===== src/qrj_fifo.sv =====
module qrj_fifo #(
  parameter int Width = 8,
  parameter int Depth = 2
) (
  input  logic             clk_i,
  input  logic             rst_ni,
  input  logic             push_i,
  input  logic [Width-1:0] data_i,
  output logic             full_o,
  input  logic             pop_i,
  output logic             empty_o,
  output logic [Width-1:0] data_o
);

  localparam int AW = $clog2(Depth);
  localparam int CW = $clog2(Depth + 1);
  localparam logic [AW-1:0] LastPtr = AW'(Depth - 1);
  localparam logic [CW-1:0] FullCnt = CW'(Depth);

  logic [Width-1:0] mem [Depth];
  logic [AW-1:0] wr_ptr_q, wr_ptr_d, rd_ptr_q, rd_ptr_d;
  logic [CW-1:0] count_q, count_d;
  logic          do_push, do_pop;

  assign full_o  = (count_q == FullCnt);
  assign empty_o = (count_q == '0);
  assign do_push = push_i && !full_o;
  assign do_pop  = pop_i && !empty_o;
  assign data_o  = mem[rd_ptr_q];

  always_comb begin
    wr_ptr_d = wr_ptr_q;
    rd_ptr_d = rd_ptr_q;
    count_d  = count_q;
    if (do_push) begin
      wr_ptr_d = (wr_ptr_q == LastPtr) ? '0 : wr_ptr_q + 1'b1;
    end
    if (do_pop) begin
      rd_ptr_d = (rd_ptr_q == LastPtr) ? '0 : rd_ptr_q + 1'b1;
    end
    if (do_push && !do_pop) begin
      count_d = count_q + 1'b1;
    end else if (do_pop && !do_push) begin
      count_d = count_q - 1'b1;
    end
  end

  always_ff @(posedge clk_i or negedge rst_ni) begin
    if (!rst_ni) begin
      wr_ptr_q <= '0;
      rd_ptr_q <= '0;
      count_q  <= '0;
    end else begin
      wr_ptr_q <= wr_ptr_d;
      rd_ptr_q <= rd_ptr_d;
      count_q  <= count_d;
    end
  end

  always_ff @(posedge clk_i) begin
    if (do_push) begin
      mem[wr_ptr_q] <= data_i;
    end
  end

endmodule


===== config.mk =====
export PLATFORM = sky130hd
export DESIGN_NAME = qrj_fifo
export DESIGN_NICKNAME = d
export VERILOG_FILES = /design/src/qrj_fifo.sv
export SDC_FILE = /design/constraint.sdc
export NUM_CORES = 1
export LEC_CHECK = 0
export BUFFER_PORTS_ARGS = -buffer_cell sky130_fd_sc_hd__buf_2
export CAP_MARGIN = 10
export CORE_UTILIZATION = 52
export CTS_CLUSTER_SIZE = 24
export DETAILED_ROUTE_END_ITERATION = 12
export PLACE_DENSITY = 0.86
export SETUP_SLACK_MARGIN = 0.02
export SYNTH_ARGS = -nofsm -noshare
export SYNTH_HDL_FRONTEND = slang
export SYNTH_SLANG_ARGS = --single-unit

===== constraint.sdc =====
create_clock -name clk_i -period 2.6 [get_ports clk_i]
set_input_delay 0.39 -clock clk_i [delete_from_list [all_inputs] [get_ports clk_i]]
set_output_delay 0.39 -clock clk_i [all_outputs]
set_load 0.1 [all_outputs]

# Yosys cells after proc, flatten, opt, wreduce, memory -nomap -nowiden
# Memories as Yosys holds them, arrays and structs flattened.
# Cells that the tools add are included.
[word_totals] ram_bits=16 out_inout_bits=10 in_bits=12 wordCells=25 memories=1 regBits=4
[mem_list] name="mem" words=2 word_bits=8 read_ports=1 rd_clocked_by_memory_dff=0 write_ports=1 line="20" source="logic [Width-1:0] mem [Depth];"
[classes] n_eq_ne=1 reduce_logical=10 muxes=6 addsub=4
[ops] op="$logic_and 1x1->1" count=4
[ops] op="$logic_not 1->1" count=4
[ops] op="$mux 1" count=4
[ops] op="$mux 2" count=2
[ops] op="$add 1x1->1 const B" count=2
[ops] op="$add 2x1->2 const B" count=1
[ops] op="$eq 2x2->1 const B" count=1
[ops] op="$logic_not 2->1" count=1
[ops] op="$reduce_bool 2->1" count=1
[ops] op="$sub 2x1->2 const B" count=1

# Depth between registers and ports, before layout
[logic_depth] depth_word=7 depth_mapped=7

# Least setup slack after synthesis
# Ideal clock, no wire load.
[synth_timing] path_kind="register -> output" from="register count_q[0]" to="output port empty_o" setup_slack_ns=0.537 t_arrival_ns=1.673 path_stages_with_launch=2 required_ns=2.210 cell_sequence="dfrtp_1 nor2_1"
[synth_between] elab_chain_cells=1
[synth_rtl] element="start, declared" line="22" source="logic [CW-1:0] count_q, count_d;"
[synth_rtl] element="start signal, assigned" line="56" source="count_q <= count_d;"
[synth_rtl] element="$logic_not 2->1" line="26" source="assign empty_o = (count_q == '0);"
[synth_rtl] element="end, declared" line="11" source="output logic empty_o,"
# Every way passes these cells.

# Worst setup path in the final report
[layout_timing] from="register rd_ptr_q" to="output port data_o[6]"
[layout_between] elab_chain_cells=1
[layout_rtl] element="start, declared" line="21" source="logic [AW-1:0] wr_ptr_q, wr_ptr_d, rd_ptr_q, rd_ptr_d;"
[layout_rtl] element="start signal, assigned" line="55" source="rd_ptr_q <= rd_ptr_d;"
[layout_rtl] element="$mem_v2 2x8"
[layout_rtl] element="end, declared" line="12" source="output logic [Width-1:0] data_o"
# Every way passes these cells.

==> run metrics <==
outcome finished, final reports clean; full die area 1660 sq um; CTS HTree Levels 1; antenna viol nets, final 0; Final Cycle Share 74.8%; Max Slew Vio Count 0; largest net degree at the start of global routing 12; Rows 13; total clock sinks 20; Post-Synthesis Cell Area 782 sq um; WP data arrival 1.55 ns; count of hold-fix buffers inserted at cts 1; Max Fclk 514 MHz; drt pass-1 iters 2; skew final 0.00245 ns; initial antenna violation count 0; Overflow after GRT 0; Ant. Diodes 0; final setup TNS 0 ns; first-pass GRT wire length 1880 um; TritonCTS clock tree built; flops & latches, synth 20; post-route DRC violation count 0; IO Port Bufs 21; Die Y 40.8 um; max-cap viol count 0; unrepaired setup endpoints after global routing false; # IOs 22; clock latency at the later pin of the worst-skew pair 0.29 ns; Post-Synthesis Cells 44; crit end category output pin; Worst setup SP type flip-flop; Seq/Total Area, Yosys 74.2%; total number of vias 419; Synth-to-Final Area Change 21.1%; post-CTS setup buffer count 0; syn nets 57; CTS Buffer Depth 2; worst slew pin tran 0.666 ns; flop-to-flop setup slack 0.97 ns; core area 1350 sq um; total wire length 1240 um; syn avg cell area 17.8 sq um; Final nets 83; via/cell ratio 4.99; routability cong. 0.709; CP Class reg -> out; initial core utilization 57.9%; Clock transition at path regs 0.10 ns; post-DP HPWL 981 um; vias in the first global route 444; Hold Crit Class in -> reg; CTS buffer count 3; DR WL/cell 14.8 um; final count of negative-setup-slack endpoints 0; Hold Fails Final Rpt 0; Netlist cell types 15; share of cells above drive strength 1 42.0%; Worst EP required 2.21 ns; Yosys warnings 0; die width 40.8 um; initial drt markers 1; CTS-repair resized insts 0; root buf cell clkbuf_4; min cycle time layout 1.94 ns; GRT Util Overall 18.8%; slew margin rel. 55.4%; Critical Path Fanout Max 9
state kept, by name, summed over array words and instances (netlist names):
signal and cells:
wr_ptr_q 1, mem 16, count_q 2, rd_ptr_q 1
placed cells by master (no fill, tap or decap):
cell type / count
and3_1: 1
buf_2: 21
clkbuf_4: 3
clkbuf_8: 1
dfrtp_1: 4
dlygate4sd3_1: 1
edfxtp_1: 16
ha_1: 1
inv_1: 2
mux2_1: 6
mux2_2: 2
nand2_2: 1
nand2b_1: 1
nor2_1: 3
o21ai_1: 1
xnor2_1: 2
xnor2_2: 1
xor2_1: 2
logic make-up (layout without fill, tap and decap cells):
family	Yosys count	in the layout	synth area share, %
adder cells (fa/ha/maj)	1	1	1.60
multiplexers	8	8	11.5
AND/OR/NAND/NOR	6	6	3.84
buffers and inverters	3	28	1.60
AO/OA/AOI/OAI	1	1	0.639
XOR/XNOR	5	5	6.56
flip-flops	20	20	74.2
final cells by class:
cell class,count,area (sq um)
tap,15,18.8
clock buffer,4,36.3
timing repair buffer,22,115
fill,86,403
multi-input combinational,21,189
inverter,2,7.51
sequential,20,581
cell usage after synthesis:
| cell | count | area, sq um |
|---|---|---|
| inv_1 | 2 | 7.51 |
| nand2_2 | 1 | 6.26 |
| nand2b_1 | 1 | 6.26 |
| mux2_2 | 2 | 22.5 |
| dfrtp_1 | 4 | 100 |
| buf_2 | 1 | 5.00 |
| xor2_1 | 2 | 17.5 |
| ha_1 | 1 | 12.5 |
| o21ai_1 | 1 | 5.00 |
| nor2_1 | 3 | 11.3 |
| xnor2_2 | 1 | 16.3 |
| mux2_1 | 6 | 67.6 |
| xnor2_1 | 2 | 17.5 |
| edfxtp_1 | 16 | 480 |
| and3_1 | 1 | 6.26 |
worst max-delay path, cell delays in order, from the launching register on:
cell and delay (ns):
dfrtp_1 0.59, mux2_1 0.38, buf_2 0.30
layer usage:
metal  track usage, %  vias up  share of wire [%]
met2             34.0       16                 54
met5                0        -                  0
li1                 -      208                  -
met3             4.89        4                4.8
met4             10.0        0                1.3
met1             19.3      191                 40
final timing paths:
check                           start    endpoint  cells past startpoint
max in group asynchronous      rst_ni  count_q[0]                      2
min in group asynchronous      rst_ni    wr_ptr_q                      2
max                          rd_ptr_q   data_o[6]                      2
max reg2reg                count_q[0]   mem[0][3]                      3
min reg2reg                count_q[1]  count_q[1]                      1
min                         data_i[4]   mem[1][4]                      1
metrics by stage:
| stage | hold slack (ns) | utilization (%) | instance area (sq um) | setup slack, ns | instances |
|---|---|---|---|---|---|
| after global placement | 0.199 | 66.7 | 901 | 0.994 | 79 |
| after global routing | 0.269 | 70.2 | 947 | 0.584 | 84 |
| after floorplan | 0.0944 | - | 782 | 0.537 | 44 |
| after detailed placement | 0.200 | 66.7 | 901 | 0.983 | 79 |
| final | 0.281 | 70.2 | 947 | 0.656 | 84 |
| after CTS | 0.277 | 70.2 | 947 | 0.651 | 84 |
Power is not shown: default switching activity piles up to over one toggle a cycle in this logic, so the estimate is an artifact.
